## config.mk

```make
export PLATFORM = sky130hd
export DESIGN_NAME = client_level_vote_max_table_top
export DESIGN_NICKNAME = d
export VERILOG_FILES = /design/src/sv/clvmt_pkg.sv /design/src/sv/clvmt_ctrl.sv /design/src/sv/clvmt_dp.sv /design/src/sv/client_level_vote_max_table_top.sv
export SDC_FILE = /design/constraint.sdc
export NUM_CORES = 1
export LEC_CHECK = 0
export ABC_AREA = 1
export BUFFER_PORTS_ARGS = -buffer_cell sky130_fd_sc_hd__buf_2
export CORE_MARGIN = 2
export CORE_UTILIZATION = 45
export CTS_CLUSTER_DIAMETER = 120
export DETAILED_ROUTE_END_ITERATION = 8
export SLEW_MARGIN = 10
export SYNTH_ARGS = -nofsm -noshare
export SYNTH_HDL_FRONTEND = slang
export SYNTH_SLANG_ARGS = --single-unit
export TNS_END_PERCENT = 1
```

## constraint.sdc

```tcl
create_clock -name i_clk -period 7.1 [get_ports i_clk]
set_input_delay 1.42 -clock i_clk [delete_from_list [all_inputs] [get_ports i_clk]]
set_output_delay 1.42 -clock i_clk [all_outputs]
set_load 0.05 [all_outputs]
```

## src/sv/clvmt_pkg.sv

```systemverilog
// Shared types, field layout and command codes of the client level vote table.
package clvmt_pkg;

    localparam int MAX_CLIENTS_DEF = 16;
    localparam int LEVEL_BITS_DEF  = 16;

    // Field widths of one beat on either side.
    localparam int CMD_W   = 3;
    localparam int KEY_W   = 16;
    localparam int LEVEL_W = 16;
    localparam int COUNT_W = 5;

    // Input tdata layout, lowest bit first.
    localparam int IN_CMD_LO = 0;
    localparam int IN_ID_LO  = IN_CMD_LO + CMD_W;
    localparam int IN_LVL_LO = IN_ID_LO + KEY_W;
    localparam int IN_BITS   = IN_LVL_LO + LEVEL_W;
    localparam int IN_W      = ((IN_BITS + 7) / 8) * 8;

    // Output tdata layout, lowest bit first.
    localparam int OUT_OK_LO  = 0;
    localparam int OUT_RD_LO  = OUT_OK_LO + 1;
    localparam int OUT_MAX_LO = OUT_RD_LO + LEVEL_W;
    localparam int OUT_CNT_LO = OUT_MAX_LO + LEVEL_W;
    localparam int OUT_BITS   = OUT_CNT_LO + COUNT_W;
    localparam int OUT_W      = ((OUT_BITS + 7) / 8) * 8;

    localparam logic [CMD_W-1:0] CMD_SET    = 3'd0;
    localparam logic [CMD_W-1:0] CMD_GET    = 3'd1;
    localparam logic [CMD_W-1:0] CMD_REMOVE = 3'd2;
    localparam logic [CMD_W-1:0] CMD_CLIP   = 3'd3;
    localparam logic [CMD_W-1:0] CMD_CLEAR  = 3'd4;

    typedef enum logic [1:0] {
        ST_IDLE,
        ST_SCAN,
        ST_DRAIN,
        ST_APPLY
    } t_state;

    // Commands from the controller to the datapath.
    typedef struct packed {
        logic start;   // capture the input beat and reset the scan
        logic issue;   // read the next table entry
        logic finish;  // commit the command and load the result register
    } t_ctrl_cmd;

    // Status from the datapath to the controller.
    typedef struct packed {
        logic need_scan;  // the offered command must walk the table
        logic scan_last;  // the read being issued is the last entry
        logic out_space;  // the result register can take a new beat
    } t_dp_status;

endpackage

```

## src/sv/clvmt_ctrl.sv

```systemverilog
// Controller state machine that sequences the table walk and the commit.
module clvmt_ctrl (
    input  logic                   i_clk,
    input  logic                   i_rst_n,
    input  logic                   i_in_valid,
    input  clvmt_pkg::t_dp_status  i_status,
    output logic                   o_in_ready,
    output clvmt_pkg::t_ctrl_cmd   o_cmd
);

    clvmt_pkg::t_state r_state;
    clvmt_pkg::t_state n_state;

    always_ff @(posedge i_clk) begin
        if (!i_rst_n) begin
            r_state <= clvmt_pkg::ST_IDLE;
        end else begin
            r_state <= n_state;
        end
    end

    always_comb begin
        n_state = r_state;
        case (r_state)
            clvmt_pkg::ST_IDLE: begin
                if (i_in_valid) begin
                    n_state = i_status.need_scan ? clvmt_pkg::ST_SCAN : clvmt_pkg::ST_APPLY;
                end
            end
            clvmt_pkg::ST_SCAN: begin
                if (i_status.scan_last) begin
                    n_state = clvmt_pkg::ST_DRAIN;
                end
            end
            clvmt_pkg::ST_DRAIN: begin
                n_state = clvmt_pkg::ST_APPLY;
            end
            clvmt_pkg::ST_APPLY: begin
                if (i_status.out_space) begin
                    n_state = clvmt_pkg::ST_IDLE;
                end
            end
            default: begin
                n_state = clvmt_pkg::ST_IDLE;
            end
        endcase
    end

    always_comb begin
        o_in_ready   = 1'b0;
        o_cmd.start  = 1'b0;
        o_cmd.issue  = 1'b0;
        o_cmd.finish = 1'b0;
        case (r_state)
            clvmt_pkg::ST_IDLE: begin
                o_in_ready  = 1'b1;
                o_cmd.start = i_in_valid;
            end
            clvmt_pkg::ST_SCAN: begin
                o_cmd.issue = 1'b1;
            end
            clvmt_pkg::ST_DRAIN: begin
            end
            clvmt_pkg::ST_APPLY: begin
                o_cmd.finish = i_status.out_space;
            end
            default: begin
            end
        endcase
    end

endmodule

```

## src/sv/clvmt_dp.sv

```systemverilog
// Datapath: key and level memories, valid bits, scan compare and commit logic.
module clvmt_dp #(
    parameter int MAX_CLIENTS = clvmt_pkg::MAX_CLIENTS_DEF,
    parameter int LEVEL_BITS  = clvmt_pkg::LEVEL_BITS_DEF
) (
    input  logic                         i_clk,
    input  logic                         i_rst_n,
    input  clvmt_pkg::t_ctrl_cmd         i_cmd,
    output clvmt_pkg::t_dp_status        o_status,
    input  logic [clvmt_pkg::IN_W-1:0]   i_in_data,
    output logic                         o_out_valid,
    input  logic                         i_out_ready,
    output logic [clvmt_pkg::OUT_W-1:0]  o_out_data
);

    localparam int IW = (MAX_CLIENTS > 1) ? $clog2(MAX_CLIENTS) : 1;
    localparam int CW = $clog2(MAX_CLIENTS + 1);
    localparam int LW = (LEVEL_BITS < clvmt_pkg::LEVEL_W) ? LEVEL_BITS : clvmt_pkg::LEVEL_W;
    localparam int LAST_IDX = MAX_CLIENTS - 1;

    logic [clvmt_pkg::KEY_W-1:0] mem_key [MAX_CLIENTS];
    logic [LW-1:0]               mem_lvl [MAX_CLIENTS];

    logic [clvmt_pkg::CMD_W-1:0] r_cmd;
    logic [clvmt_pkg::KEY_W-1:0] r_id;
    logic [LW-1:0]               r_lvl;
    logic [MAX_CLIENTS-1:0]      r_valid;
    logic [CW-1:0]               r_count;
    logic [LW-1:0]               r_max;
    logic [IW-1:0]               r_rd_idx;
    logic [IW-1:0]               r_cmp_idx;
    logic                        r_pipe_vld;
    logic [clvmt_pkg::KEY_W-1:0] r_rd_key;
    logic [LW-1:0]               r_rd_lvl;
    logic                        r_found;
    logic [IW-1:0]               r_slot;
    logic [LW-1:0]               r_found_lvl;
    logic                        r_free_found;
    logic [IW-1:0]               r_free_slot;
    logic [LW-1:0]               r_omax;
    logic                        r_out_vld;
    logic [clvmt_pkg::OUT_W-1:0] r_out_data;

    logic [clvmt_pkg::CMD_W-1:0] in_cmd;
    logic [clvmt_pkg::KEY_W-1:0] in_id;
    logic [LW-1:0]               in_lvl;

    logic cmp_valid;
    logic cmp_hit;
    logic clip_wr;

    logic          a_ok;
    logic [LW-1:0] a_rd;
    logic [LW-1:0] a_max;
    logic [IW-1:0] a_slot;
    logic          a_key_we;
    logic          a_lvl_we;
    logic          a_set_vld;
    logic          a_clr_vld;
    logic          a_clear_all;
    logic [CW-1:0] n_count;
    logic          id_ok;
    logic [LW-1:0] set_max;

    logic                        lvl_we;
    logic [IW-1:0]               lvl_waddr;
    logic [clvmt_pkg::OUT_W-1:0] n_out_data;

    assign in_cmd = i_in_data[clvmt_pkg::IN_CMD_LO +: clvmt_pkg::CMD_W];
    assign in_id  = i_in_data[clvmt_pkg::IN_ID_LO +: clvmt_pkg::KEY_W];
    assign in_lvl = LW'(i_in_data[clvmt_pkg::IN_LVL_LO +: clvmt_pkg::LEVEL_W]);

    assign o_status.need_scan = (in_cmd == clvmt_pkg::CMD_CLIP)
        || ((in_cmd == clvmt_pkg::CMD_SET || in_cmd == clvmt_pkg::CMD_GET
             || in_cmd == clvmt_pkg::CMD_REMOVE) && in_id != '0);
    assign o_status.scan_last = (r_rd_idx == IW'(LAST_IDX));
    assign o_status.out_space = !r_out_vld || i_out_ready;

    // Compare stage works on the entry whose registered read just returned.
    assign cmp_valid = r_pipe_vld && r_valid[r_cmp_idx];
    assign cmp_hit   = cmp_valid && (r_rd_key == r_id);
    assign clip_wr   = cmp_valid && (r_cmd == clvmt_pkg::CMD_CLIP) && (r_rd_lvl > r_lvl);

    assign id_ok   = (r_id != '0);
    assign set_max = (r_omax > r_lvl) ? r_omax : r_lvl;

    // Commit. The walk gathered the matching slot, the lowest free slot and
    // the maximum over every other valid entry, so the new maximum needs no
    // second walk.
    always_comb begin
        a_ok        = 1'b0;
        a_rd        = '0;
        a_max       = r_max;
        a_slot      = r_slot;
        a_key_we    = 1'b0;
        a_lvl_we    = 1'b0;
        a_set_vld   = 1'b0;
        a_clr_vld   = 1'b0;
        a_clear_all = 1'b0;
        case (r_cmd)
            clvmt_pkg::CMD_SET: begin
                if (id_ok) begin
                    if (r_lvl == '0) begin
                        a_ok      = 1'b1;
                        a_clr_vld = r_found;
                        a_max     = r_omax;
                    end else if (r_found) begin
                        a_ok     = 1'b1;
                        a_lvl_we = 1'b1;
                        a_max    = set_max;
                    end else if (r_free_found) begin
                        a_ok      = 1'b1;
                        a_slot    = r_free_slot;
                        a_key_we  = 1'b1;
                        a_lvl_we  = 1'b1;
                        a_set_vld = 1'b1;
                        a_max     = set_max;
                    end
                end
            end
            clvmt_pkg::CMD_GET: begin
                if (id_ok && r_found) begin
                    a_ok = 1'b1;
                    a_rd = r_found_lvl;
                end
            end
            clvmt_pkg::CMD_REMOVE: begin
                if (id_ok && r_found) begin
                    a_ok      = 1'b1;
                    a_clr_vld = 1'b1;
                    a_max     = r_omax;
                end
            end
            clvmt_pkg::CMD_CLIP: begin
                a_ok  = 1'b1;
                a_max = (r_max > r_lvl) ? r_lvl : r_max;
            end
            clvmt_pkg::CMD_CLEAR: begin
                a_ok        = 1'b1;
                a_clear_all = 1'b1;
                a_max       = '0;
            end
            default: begin
            end
        endcase
    end

    always_comb begin
        n_count = r_count;
        if (a_clear_all) begin
            n_count = '0;
        end else if (a_set_vld) begin
            n_count = r_count + CW'(1);
        end else if (a_clr_vld) begin
            n_count = r_count - CW'(1);
        end
    end

    always_comb begin
        n_out_data = '0;
        n_out_data[clvmt_pkg::OUT_OK_LO]                            = a_ok;
        n_out_data[clvmt_pkg::OUT_RD_LO +: clvmt_pkg::LEVEL_W]  = clvmt_pkg::LEVEL_W'(a_rd);
        n_out_data[clvmt_pkg::OUT_MAX_LO +: clvmt_pkg::LEVEL_W] = clvmt_pkg::LEVEL_W'(a_max);
        n_out_data[clvmt_pkg::OUT_CNT_LO +: clvmt_pkg::COUNT_W] = clvmt_pkg::COUNT_W'(n_count);
    end

    // Clip writes during the walk; set writes at commit. Both write the cap
    // or the new level, which is the captured level either way.
    assign lvl_we    = clip_wr || (i_cmd.finish && a_lvl_we);
    assign lvl_waddr = clip_wr ? r_cmp_idx : a_slot;

    always_ff @(posedge i_clk) begin
        r_rd_key <= mem_key[r_rd_idx];
        r_rd_lvl <= mem_lvl[r_rd_idx];
        if (lvl_we) begin
            mem_lvl[lvl_waddr] <= r_lvl;
        end
        if (i_cmd.finish && a_key_we) begin
            mem_key[a_slot] <= r_id;
        end
    end

    // Control state.
    always_ff @(posedge i_clk) begin
        if (!i_rst_n) begin
            r_valid    <= '0;
            r_count    <= '0;
            r_max      <= '0;
            r_pipe_vld <= 1'b0;
            r_out_vld  <= 1'b0;
        end else begin
            r_pipe_vld <= i_cmd.issue;
            if (i_cmd.finish) begin
                r_count <= n_count;
                r_max   <= a_max;
                if (a_clear_all) begin
                    r_valid <= '0;
                end else if (a_set_vld) begin
                    r_valid[a_slot] <= 1'b1;
                end else if (a_clr_vld) begin
                    r_valid[a_slot] <= 1'b0;
                end
            end
            if (i_cmd.finish) begin
                r_out_vld <= 1'b1;
            end else if (i_out_ready) begin
                r_out_vld <= 1'b0;
            end
        end
    end

    // Captured command and scan results.
    always_ff @(posedge i_clk) begin
        if (i_cmd.start) begin
            r_cmd        <= in_cmd;
            r_id         <= in_id;
            r_lvl        <= in_lvl;
            r_rd_idx     <= '0;
            r_found      <= 1'b0;
            r_free_found <= 1'b0;
            r_omax       <= '0;
        end else begin
            if (i_cmd.issue) begin
                r_cmp_idx <= r_rd_idx;
                r_rd_idx  <= r_rd_idx + IW'(1);
            end
            if (cmp_hit) begin
                r_found     <= 1'b1;
                r_slot      <= r_cmp_idx;
                r_found_lvl <= r_rd_lvl;
            end else if (cmp_valid && r_rd_lvl > r_omax) begin
                r_omax <= r_rd_lvl;
            end
            if (r_pipe_vld && !r_valid[r_cmp_idx] && !r_free_found) begin
                r_free_found <= 1'b1;
                r_free_slot  <= r_cmp_idx;
            end
        end
        if (i_cmd.finish) begin
            r_out_data <= n_out_data;
        end
    end

    assign o_out_valid = r_out_vld;
    assign o_out_data  = r_out_data;

endmodule

```

## src/sv/client_level_vote_max_table_top.sv

```systemverilog
// Top level of the client level vote table with its running maximum.
//
// This block keeps up to MAX_CLIENTS client entries, each a 16-bit client id
// and a requested level, and reports the maximum level over all entries after
// every command. Each input beat carries one command (set, get, remove, clip
// to a cap, or clear) and produces exactly one output beat with a success
// flag, the level read by a get, the maximum level and the entry count.
// Client id zero is never stored, and a set of a new id into a full table
// fails without change. Set, get and remove with a nonzero id, and clip, walk
// the key and level memories one entry per clock. The controller captures the
// beat, issues one read per entry, waits in a drain state for the last
// registered read, and then commits. Clear, undefined commands, and set, get
// and remove with client id zero skip the walk and go from capture straight
// to the commit. The result sits in an output register, so the next beat is
// accepted while a result still waits; a commit waits only if the previous
// result has not been taken yet. The entry count field is five bits wide and
// shows the count modulo 32. The valid bits clear at reset; the memories
// need no clearing pass.
module client_level_vote_max_table_top #(
    parameter int MAX_CLIENTS = clvmt_pkg::MAX_CLIENTS_DEF,
    parameter int LEVEL_BITS  = clvmt_pkg::LEVEL_BITS_DEF
) (
    input  logic                         i_clk,
    input  logic                         i_rst_n,
    input  logic                         s_axis_tvalid,
    output logic                         s_axis_tready,
    // Fields from bit 0: command[2:0], client_id[18:3], level[34:19], zero pad.
    input  logic [clvmt_pkg::IN_W-1:0]   s_axis_tdata,
    output logic                         m_axis_tvalid,
    input  logic                         m_axis_tready,
    // Fields from bit 0: ok[0], level_read[16:1], max_level[32:17],
    // entry_count[37:33], zero pad.
    output logic [clvmt_pkg::OUT_W-1:0]  m_axis_tdata
);

    clvmt_pkg::t_ctrl_cmd  ctrl_cmd;
    clvmt_pkg::t_dp_status dp_status;

    // The controller sequences capture, the table walk and the commit.
    clvmt_ctrl u_ctrl (
        .i_clk      (i_clk),
        .i_rst_n    (i_rst_n),
        .i_in_valid (s_axis_tvalid),
        .i_status   (dp_status),
        .o_in_ready (s_axis_tready),
        .o_cmd      (ctrl_cmd)
    );

    // The datapath holds the table, the running maximum and the result register.
    clvmt_dp #(
        .MAX_CLIENTS (MAX_CLIENTS),
        .LEVEL_BITS  (LEVEL_BITS)
    ) u_dp (
        .i_clk       (i_clk),
        .i_rst_n     (i_rst_n),
        .i_cmd       (ctrl_cmd),
        .o_status    (dp_status),
        .i_in_data   (s_axis_tdata),
        .o_out_valid (m_axis_tvalid),
        .i_out_ready (m_axis_tready),
        .o_out_data  (m_axis_tdata)
    );

endmodule

```

Word level (Yosys, flattened, before mapping). Memories as Yosys holds them, arrays and structs flattened. A register that Yosys moved wholly into a read port is not among the register bits. Cells that the tools add are included. W data, S select, Z words.

Memories: 2. Logic and storage cells: 144. Input port bits: 44. RAM bits: 512. Flip-flop bits (word level): 164.

Memories: u_dp.mem_key (depth 16, width 16, rd ports 1, clocked after Yosys merged registers in 1, write ports 1, RTL line clvmt_dp.sv:21) `logic [clvmt_pkg::KEY_W-1:0] mem_key [MAX_CLIENTS];`; u_dp.mem_lvl (depth 16, width 16, rd ports 1, clocked after Yosys merged registers in 1, write ports 1, RTL line clvmt_dp.sv:22) `logic [LW-1:0] mem_lvl [MAX_CLIENTS];`.

Bitwise logic cells: 5. Reductions and logical operators: 37. Equality and inequality tests: 15. Multiplexer cells: 56. Add/subtract/negate cells: 3. Order comparisons: 7.

Operator list (count): $mux W16 (10); $gt A16 B16 Y1 (4); $pmux W16 S4 (1); $reduce_bool A16 Y1 (2); $mux W1 (27); $mux W4 (6); $and A16 B16 Y16 (1); $eq A16 B16 Y1 (1); $logic_not A16 Y1 (1); $not A16 Y16 (1); $or A16 B16 Y16 (1); $mux W5 (3); $eq A3 B2 Y1 const B (4); $logic_and A1 B1 Y1 (12); $reduce_and A2 Y1 (6); $lt A4 B5 Y1 const B (2); $mux W2 (4); $pmux W2 S4 (1); $eq A3 B1 Y1 const B (2); $logic_not A3 Y1 (2); $add A5 B1 Y5 const B (1); $logic_or A1 B1 Y1 (5); $sub A5 B1 Y5 const B (1); $add A4 B1 Y4 const B (1); other kinds (18) (24).

Depth between registers and ports, before layout. Gate-level depths: netlist of the first run.

Depth in word-level cells: 14. Gate-level depth with buffers: 21. Depth with buffers taken out: 20.

Hierarchy. A second synthesis of the first run with hierarchy kept.

Cells, all modules: 2645. Area total of the unflattened synthesis: 30270.3 µm².

By module, submodules not included: clvmt_dp (times used 1, cells each 2614, area an instance 30071.3 µm²); clvmt_ctrl (times used 1, cells each 31, area an instance 198.9 µm²).

Least setup slack after synthesis of the first run. Ideal clock, no wire load.

Path kind: input-to-reg. Start: input s_axis_tvalid. End: register u_dp.r_found_lvl[0], enable pin. Setup slack: 2.470 ns. Stages: 3. Buffers on the path: 0. Data arrival time: 4.179 ns. Path through: nand2_1 -> inv_1 -> nor4_1.

RTL lines: from (decl) (RTL line client_level_vote_max_table_top.sv:25) `input logic s_axis_tvalid,`; to (signal assigned) (RTL line clvmt_dp.sv:230) `r_found_lvl <= r_rd_lvl;`; to (decl) (RTL line clvmt_dp.sv:37) `logic [LW-1:0] r_found_lvl;`.

Worst setup path after layout of the first run.
Start: register u_dp.r_lvl[15]. End: memory u_dp.mem_lvl[6][9] in the netlist's numbering, enable pin.

Longest elaborated chain between the ends: 8.

RTL lines: from (decl) (RTL line clvmt_dp.sv:26) `logic [LW-1:0] r_lvl;`; from (signal assigned) (RTL line clvmt_dp.sv:217) `r_lvl <= in_lvl;`; branches (longest 8 deep; another with $gt A16 B16 Y1); to (decl) (RTL line clvmt_dp.sv:22).

Parallel ways; which one is timed is not known.

==> key figures, run 1 <==
Routing
  – Detailed Route WL: 76,300 µm
  – DR iter-0 viols: 1,774
  – Total vias in the final route: 20,800
  – Vias per Instance: 5.65
  – Pre-antenna DRT Iters: 6
  – Antenna Nets Post-Route: 0
  – Post-route DRC violation count: 0
  – WL/cell: 20.7 µm

Cells and area
  – Commonest non-fill, non-tap cells in the layout: edfxtp_1 (613), nor2_1 (407), o21ai_0 (350)
  – Nets: 2,859
  – Ant diodes: 0
  – Reg area: 0.0203 mm²
  – Fill cells: 5,799
  – Multi-input gate area: 0.00890 mm²
  – Syn-to-layout area delta: 12.7%
  – Fraction of layout cells with a size suffix above 1: 11.5%
  – Commonest non-fill, non-tap cell in the layout: edfxtp_1

Placement
  – RD Place Congestion: 0.836
  – PortBufs: 78
  – Post-DP HPWL: 44,100 µm
  – DP Worst Slack: 2.39 ns

Logic synthesis
  – Share of async-settable or async-resettable flops after synthesis: 0%
  – Mean area per synthesized cell: 11.2 µm²
  – EDFF count, synth: 613
  – Ys flop type: edfxtp_1
  – Sequential area share after synthesis: 67.1%
  – Synth cell types: 48
  – #FFs+latches synth: 708
  – Synth warn: 0
  – Mapped cell area: 0.0303 mm²
  – Post-Syn Instances: 2,705

Clocking
  – PostCTS Resize Cnt: 0
  – Clock root buffer: clkbuf_16
  – Clk slew on worst S/H paths: 0.06 ns
  – Worst-Skew Late Latency: 0.63 ns
  – Deepest clock path buffer count: 3
  – Setup bufs post-CTS: 0
  – TritonCTS Buffers: 75
  – CTS tree: yes
  – CTS hold repair buffers: 0
  – Sink Count: 708
  – H-tree Lvls: 3

Floorplan
  – Die W: 263 µm
  – Height of the die: 263 µm
  – Rows: 95
  – Core area: 0.0669 mm²
  – Initial core utilization: 45.2%
  – I/O Pins: 86
  – Die footprint: 0.0694 mm²

Timing
  – Fin. Hold Viols: 0
  – Final setup fails: 0
  – Final worst path period need: 4.75 ns
  – Achievable Freq: 0.211 GHz
  – Slew Limit Fails: 0
  – Final period utilization: 66.8%
  – Setup ws final: 2.35 ns
  – Worst slew pin tran: 1.23 ns
  – Clock Skews: 0.0250 ns
  – Max-slew headroom at the worst pin: 17.5%
  – Setup TNS: 0 ns
  – RSZ-0062 raised after global routing: false

Critical path
  – Top delay family on crit path: simple AND/OR/NAND/NOR gates
  – Worst Reg-to-Reg Cells: 9
  – Worst r2r src: u_dp.r_lvl[15]
  – CP Capture Type: register
  – Critical path arrival: 4.98 ns
  – CP Class: register to register
  – Worst r2r dst: u_dp.mem_lvl[6][9]
  – Most frequent CP cell: nand3_1
  – Startpoint class of the critical path: register
  – Flop-to-flop setup slack: 2.35 ns
  – Critical path startpoint: u_dp.r_lvl[15]
  – Crit-path max cell delay: 1.00 ns
  – WP buf/inv: 1
  – Crit-path max FO: 20
  – Worst-path cell chain: inv_1 > nand4_1 > nor2_1 > nand2_2 > o21a_1 > nand3_1 > o21ai_0 > nand3_1 > nor2_2
  – Slowest-stage cell, CP: nor2_2
  – Worst path required time: 7.33 ns

Run status
  – Status: complete, no violations

Global routing
  – Met3 usage: 3.30%
  – GRT Residual Overflow: 0
  – Global-route wire length before repair: 117,000 µm
  – Vias in the first global route: 20,400
  – Total GRT Usage: 21.8%
  – GR Layer Usage met1: 27.6%
  – Most Used Layer, Global Route: met2
  – GRT met2 Usage: 38.6%
  – Initial antenna violation count: 0
  – Largest net degree at the start of global routing: 261

Worst hold path
  – Hold Path End: u_dp.r_valid[12]
  – Startpoint of the worst hold path: u_dp.r_valid[12]
  – Hold depth: 2
  – Hold Crit Class: register to register

Power and ir drop
  – Static Leak: 0.0121 µW
  – Peak supply drop: 0.000327 V
  – Power density over the cells: 372 mW/mm²
  – Pwr Total: 12,700 µW

Flow run
  – Max-cap viol count: 0
## worst register-to-register path: stages (launching register included)
cell,delay (ns)
edfxtp_1,0.82
inv_1,0.29
nand4_1,0.22
nor2_1,0.07
nand2_2,0.38
o21a_1,0.63
nand3_1,0.15
o21ai_0,0.42
nand3_1,0.37
nor2_2,1.01
## synth_stat cells (all sizes together), types with 40 or more instances
cell	n	share of area, %
a21oi	121	2.0
clkbuf	120	1.5
dfxtp	95	6.3
edfxtp	613	61
ha	71	2.9
inv	148	1.8
nand2	333	4.4
nand3	120	2.0
nor2	434	5.5
nor3	40	0.85
o21ai	363	6.1
o221ai	48	1.4
o22ai	81	1.7
## final cells by class
cell class,instances,share of cell area [%]
inverters,153,1.71
multi-input cells,1698,26.1
well taps,873,3.20
clock buffers,97,5.90
flip-flops and latches,708,59.5
repair buffers,108,1.84
clock inverters,42,1.72
## flip-flops by register name (all words and copies together) (netlist names), 5 cells and up
name and count:
u_dp.r_lvl 16, u_dp.o_out_data 38, u_dp.mem_key 256, u_dp.r_id 16
u_dp.r_rd_key 16, u_dp.r_rd_lvl 16, u_dp.r_omax 16, u_dp.mem_lvl 256
u_dp.r_valid 16, u_dp.r_found_lvl 16, u_dp.r_max 16, u_dp.r_count 5
## how the worst max path moves through the flow
stage	to	cells after the start	slack, ns
floorplan	u_dp.r_found_lvl[0]	3	2.47
global placement	u_dp.mem_lvl[1][4]	9	2.49
detailed placement	u_dp.mem_lvl[5][4]	9	2.39
CTS	u_dp.mem_lvl[5][15]	9	2.37
global route	u_dp.mem_lvl[6][12]	9	2.04
finish	u_dp.mem_lvl[6][9]	9	2.35
## through the flow
step | hold slack, ns | cell area (µm²) | instances | util (%)
6_report | 0.501 | 34100 | 3679 | 51.0
5_1_grt | 0.528 | 34100 | 3679 | 51.0
3_3_place_gp | 0.474 | 31500 | 3540 | 47.1
2_1_floorplan | 0.406 | 30300 | 2706 | -
3_5_place_dp | 0.491 | 31500 | 3540 | 47.1
4_1_cts | 0.507 | 34100 | 3679 | 51.0
## report_power, final
group | internal [µW] | leakage (µW) | switching, µW
combinational | 958 | 0.00449 | 2080
sequential | 5020 | 0.00632 | 515
clock | 2500 | 0.00127 | 1630
## per-layer routing
metal,wire length [µm],share of wire [%]
met1,31900,42
met2,38600,51
met3,3890,5.1
met4,1930,2.5
met5,0,0
## cell families (layout without fill, tap and decap cells)
| family | Yosys count | count (layout) | share of synthesized area [%] |
|---|---|---|---|
| buffers and inverters | 300 | 400 | 3.97 |
| AOI/OAI and AO/OA | 650 | 650 | 12.1 |
| adders and majority gates | 71 | 71 | 2.93 |
| xor gates and xnor gates | 16 | 16 | 0.463 |
| other | 1 | 2 | 0.0124 |
| DFF | 708 | 708 | 67.1 |
| and+or+nand+nor | 959 | 959 | 13.5 |
Note: power is estimated with default switching activity, not from simulation.
==> run 2, diff against run 1 <==
Clock period 7.1 ns to 4.4 ns, I/O delays scaled along.
==> run 2 against run 1 <==
Against the previous run:
- die area did not move
- final cell count increased by 1.1%
- worst hold slack got worse by 0.057 ns
- clock power increased by 54%
- clock-buffer cell count grew 6
- critical path type unchanged
- sequential power grew 59%
- power increased by 59%
- via count grew 1.1%
- largest cell class unchanged
- largest power group unchanged
- flip-flop and latch count stayed put
- critical path depth is 3 higher
==> key figures, run 2 (synthesized netlist as in run 1, its figures left out) <==
Clocking
  – CTS hold repair buffers: 0
  – H-tree Lvls: 3
  – TritonCTS Buffers: 75
  – Clk slew on worst S/H paths: 0.06 ns
  – CTS tree: yes
  – Setup bufs post-CTS: 0
  – Sink Count: 708
  – Worst-Skew Late Latency: 0.61 ns
  – Deepest clock path buffer count: 3
  – PostCTS Resize Cnt: 0
  – Clock root buffer: clkbuf_16

Floorplan
  – Die footprint: 0.0694 mm²
  – Die W: 263 µm
  – Height of the die: 263 µm
  – Core area: 0.0669 mm²
  – Initial core utilization: 45.2%
  – I/O Pins: 86
  – Rows: 95

Cells and area
  – Commonest non-fill, non-tap cells in the layout: edfxtp_1 (613), nor2_1 (407), o21ai_0 (350)
  – Commonest non-fill, non-tap cell in the layout: edfxtp_1
  – Fill cells: 5,834
  – Final std cells w/o fill: 3,719
  – Nets: 2,901
  – Syn-to-layout area delta: 13.3%
  – Fraction of layout cells with a size suffix above 1: 12.7%
  – Ant diodes: 0
  – Final Cell Area: 0.0343 mm²

Timing
  – Worst slew pin tran: 1.21 ns
  – Fin. Hold Viols: 0
  – Final worst path period need: 3.79 ns
  – Slew Limit Fails: 0
  – Achievable Freq: 0.264 GHz
  – Final period utilization: 86.2%
  – RSZ-0062 raised after global routing: false
  – Final setup fails: 0
  – Max-slew headroom at the worst pin: 19.1%
  – Setup TNS: 0 ns
  – WHS: 0.445 ns
  – Clock Skews: 0.0241 ns

Routing
  – Pre-antenna DRT Iters: 5
  – Highest routed layer: met4
  – DR iter-0 viols: 1,765
  – Wl on met1: 32,400 µm
  – Detailed Route WL: 77,400 µm
  – Antenna Nets Post-Route: 0
  – Routed wl met2: 38,600 µm
  – WL met3: 4190 µm
  – WL/cell: 20.8 µm
  – Total vias in the final route: 21,000
  – Post-route DRC violation count: 0
  – Vias per Instance: 5.64

Critical path
  – Startpoint class of the critical path: register
  – CP Class: register to register
  – CP Capture Type: register
  – Crit-path max FO: 18
  – Critical path arrival: 4.06 ns
  – Worst path required time: 4.67 ns

Placement
  – RD Place Congestion: 0.865
  – Area post-placement: 0.0318 mm²
  – Post-Place Cells: 3,582
  – PortBufs: 78
  – Post-DP HPWL: 45,400 µm

Global routing
  – Initial antenna violation count: 0
  – Largest net degree at the start of global routing: 130
  – Global-route wire length before repair: 118,000 µm
  – GRT Residual Overflow: 0
  – Total GRT Usage: 22.1%
  – Vias in the first global route: 20,300

Flow run
  – Max-cap viol count: 0

Power and ir drop
  – Power density over the cells: 590 mW/mm²
  – Pwr Total: 20,300 µW
  – Static Leak: 0.0122 µW
  – Peak supply drop: 0.000415 V

Run status
  – Status: complete, no violations

Worst hold path
  – Hold Crit Class: input pin to register
## run 2: path summary, 6_finish.rpt
| path | cells after the start | from | slack, ns | end |
|---|---|---|---|---|
| worst min-delay path | 1 | s_axis_tdata[24] | 0.44 | u_dp.r_lvl[5] |
| worst min register to register | 2 | u_dp.r_valid[12] | 0.50 | u_dp.r_valid[12] |
| worst max-delay path | 12 | u_dp.r_lvl[13] | 0.61 | u_dp.mem_lvl[1][13] |
| worst max register to register | 12 | u_dp.r_lvl[13] | 0.61 | u_dp.mem_lvl[1][13] |
## run 2: final cells by class
type                    count  area (µm²)  share of cell area, %
clock buffers             103        2080                   6.07
clock inverters            34         383                   1.12
inverters                 153         583                   1.70
multi-input cells        1698        8900                   25.9
flip-flops and latches    708       20300                   59.2
well taps                 873        1090                   3.18
repair buffers            150         956                   2.79
## run 2: power breakdown
group          internal (µW)  leakage [µW]  switching [µW]
sequential              8090       0.00632             721
clock                   3790       0.00120            2550
combinational           1610       0.00471            3490
total                  13500        0.0122            6760
## run 2: metrics by stage
| step | setup WS [ns] | util [%] |
|---|---|---|
| 6_report | 0.606 | 51.3 |
| 5_1_grt | 0.262 | 51.3 |
| 2_1_floorplan | 0.292 | - |
| 3_5_place_dp | 0.646 | 47.6 |
| 3_3_place_gp | 0.744 | 47.6 |
| 4_1_cts | 0.622 | 51.3 |
## run 2: metal layers
| metal | track usage, % | vias to the layer above |
|---|---|---|
| met1 | 28.9 | 10400 |
| met3 | 3.13 | 132 |
| met5 | 0 | - |
| met2 | 38.2 | 625 |
| met4 | 7.03 | 0 |
| li1 | - | 9844 |
## run 2: worst max-delay path: stages (launching register included)
cell      delay, ns
edfxtp_1       0.79
inv_1          0.26
ha_1           0.37
nand4_1        0.14
nor2_1         0.16
o21ai_0        0.10
nand2_1        0.07
nand2_1        0.10
nand3b_2       0.38
o21ai_0        0.27
nand3_1        0.32
nor2_2         0.16
buf_4          0.32
==> run 3, diff against run 2 <==
Settings changed: CELL_PAD_IN_SITES_DETAIL_PLACEMENT set to 1, CELL_PAD_IN_SITES_GLOBAL_PLACEMENT set to 2, CORE_UTILIZATION 45 to 42, PLACE_DENSITY_LB_ADDON set to 0.1, SKIP_LAST_GASP set to 1.
==> run 3 against run 2 <==
Against the previous run:
- worst hold slack got worse by 0.033 ns
- power up 1.8%
- final cell count grew 2.7%
- sequential share of layout area down 0.74 points
- clock skew rose by 0.016 ns
- core utilization decreased by 2.7 points
- flip-flop and latch count unchanged
- fmax up 11%
- combinational power increased by 9.0%
- non-clock buffer count rose by 15
- die area grew 7.0%
- highest routed layer unchanged
==> key figures, run 3 (synthesized netlist as in run 1, its figures left out) <==
Run status
  – Status: complete, no violations

Critical path
  – Startpoint class of the critical path: register
  – Crit-path max FO: 16
  – Critical path arrival: 3.76 ns
  – Worst Reg-to-Reg Cells: 13
  – CP Class: register to register
  – Worst path required time: 4.73 ns
  – CP Capture Type: register

Routing
  – WL/cell: 23.1 µm
  – DR iter-0 viols: 1,220
  – Pre-antenna DRT Iters: 5
  – Total vias in the final route: 21,100
  – Antenna Nets Post-Route: 0
  – Vias per Instance: 5.52
  – Post-route DRC violation count: 0
  – Detailed Route WL: 88,200 µm

Cells and area
  – Reg area: 0.0203 mm²
  – Multi-input gate area: 0.00888 mm²
  – Fill cells: 7,547
  – Nets: 2,920
  – Final Core Density: 48.6%
  – Ant diodes: 0
  – Commonest non-fill, non-tap cell in the layout: edfxtp_1
  – Commonest non-fill, non-tap cells in the layout: edfxtp_1 (613), nor2_1 (413), o21ai_0 (350)
  – Fraction of layout cells with a size suffix above 1: 13.0%
  – Syn-to-layout area delta: 14.8%

Power and ir drop
  – Comb pwr share: 27.0%
  – Net Sw Power: 7240 µW
  – Sequential share of power: 42.0%
  – Int Power: 13,400 µW
  – Peak supply drop: 0.000490 V
  – Switching Fraction: 35.1%
  – Clk pwr share: 31.0%
  – Power density over the cells: 593 mW/mm²
  – Static Leak: 0.0124 µW

Clocking
  – H-tree Lvls: 3
  – Sink Count: 708
  – PostCTS Resize Cnt: 0
  – Worst-Skew Late Latency: 0.65 ns
  – Clk slew on worst S/H paths: 0.06 ns
  – Clock root buffer: clkbuf_16
  – Deepest clock path buffer count: 3
  – CTS hold repair buffers: 0
  – TritonCTS Buffers: 79
  – CTS tree: yes
  – Setup bufs post-CTS: 0

Flow run
  – Max-cap viol count: 0

Timing
  – Setup TNS: 0 ns
  – Worst slew pin tran: 1.06 ns
  – Final period utilization: 78.0%
  – RSZ-0062 raised after global routing: false
  – Clock Skews: 0.0396 ns
  – Max-slew headroom at the worst pin: 29.2%
  – Setup ws final: 0.969 ns
  – Final setup fails: 0
  – Final worst path period need: 3.43 ns
  – Fin. Hold Viols: 0
  – Achievable Freq: 0.291 GHz
  – Slew Limit Fails: 0

Floorplan
  – Height of the die: 272 µm
  – Core area: 0.0715 mm²
  – I/O Pins: 86
  – Rows: 98
  – Die W: 272 µm
  – Initial core utilization: 42.4%
  – Die footprint: 0.0742 mm²

Placement
  – RD Place Congestion: 0.814
  – DP Worst Slack: 1.02 ns
  – PortBufs: 78
  – Post-DP HPWL: 54,300 µm

Global routing
  – Global-route wire length before repair: 134,000 µm
  – Largest net degree at the start of global routing: 237
  – GRT Residual Overflow: 0
  – Initial antenna violation count: 2
  – Vias in the first global route: 22,400
  – Total GRT Usage: 23.8%

Worst hold path
  – Hold Crit Class: input pin to register
  – Hold depth: 1
==> run 3: cell count changes in the layout (fill, tap and decap cells not counted), sizes merged <==
cell	change
clkbuf	+10
clkinvlp	-2
buf	+15
bufinv	-7
inv	+1
clkinv	+6
==> run 3: power groups by stage <==
stage / logic (µW) / clock network [µW] / registers (µW)
after global placement: 5360 / 0 / 8780
after CTS: 5650 / 6520 / 8660
after detailed placement: 5610 / 0 / 8800
final: 5570 / 6390 / 8660
after global routing: 6270 / 6740 / 8720
after floorplan: 3550 / 0 / 8770
==> run 3: critical path, cell delays in order (launching register included) <==
cell and delay [ns]:
edfxtp_1 0.36, inv_1 0.12, ha_1 0.32, nand2_1 0.06, nor2_1 0.19, a21boi_0 0.19
o21ai_0 0.10, nand2_1 0.07, nand2_1 0.10, nand3b_2 0.39, o21ai_0 0.29, nand3_1 0.42
nor2_2 0.28, buf_12 0.20
==> run 3: metrics by stage <==
step                      hold WS, ns  power (µW)  instances  area, µm²
final                           0.412       20600       3819      34800
after global routing            0.399       21700       3819      34800
after CTS                       0.382       20800       3819      34800
after detailed placement        0.497       14400       3674      32200
after global placement          0.484       14100       3674      32200
after floorplan                 0.406       12300       2706      30300
==> run 3: routing by layer <==
layer | track usage, % | up-vias | part of all wire (%)
met1 | 31.5 | 10700 | 45
met3 | 2.56 | 146 | 3.1
li1 | - | 9890 | -
met4 | 7.88 | 0 | 2.9
met2 | 41.0 | 399 | 49
met5 | 0 | - | 0
==> run 3: final cells by class <==
type / count / area share (%)
multi-input combinational: 1698 / 25.6
inverter: 153 / 1.68
clock buffer: 113 / 6.41
timing repair buffer: 165 / 3.65
clock inverter: 32 / 0.810
tap: 950 / 3.42
sequential: 708 / 58.5
==> run 3: final timing paths <==
check,endpoint,start,slack [ns]
worst max-delay path,u_dp.mem_lvl[2][5],u_dp.r_lvl[5],0.97
worst min-delay path,u_dp.r_lvl[4],s_axis_tdata[23],0.41
worst max register to register,u_dp.mem_lvl[2][5],u_dp.r_lvl[5],0.97
worst min register to register,u_dp.r_found_lvl[0],u_dp.r_rd_lvl[0],0.51
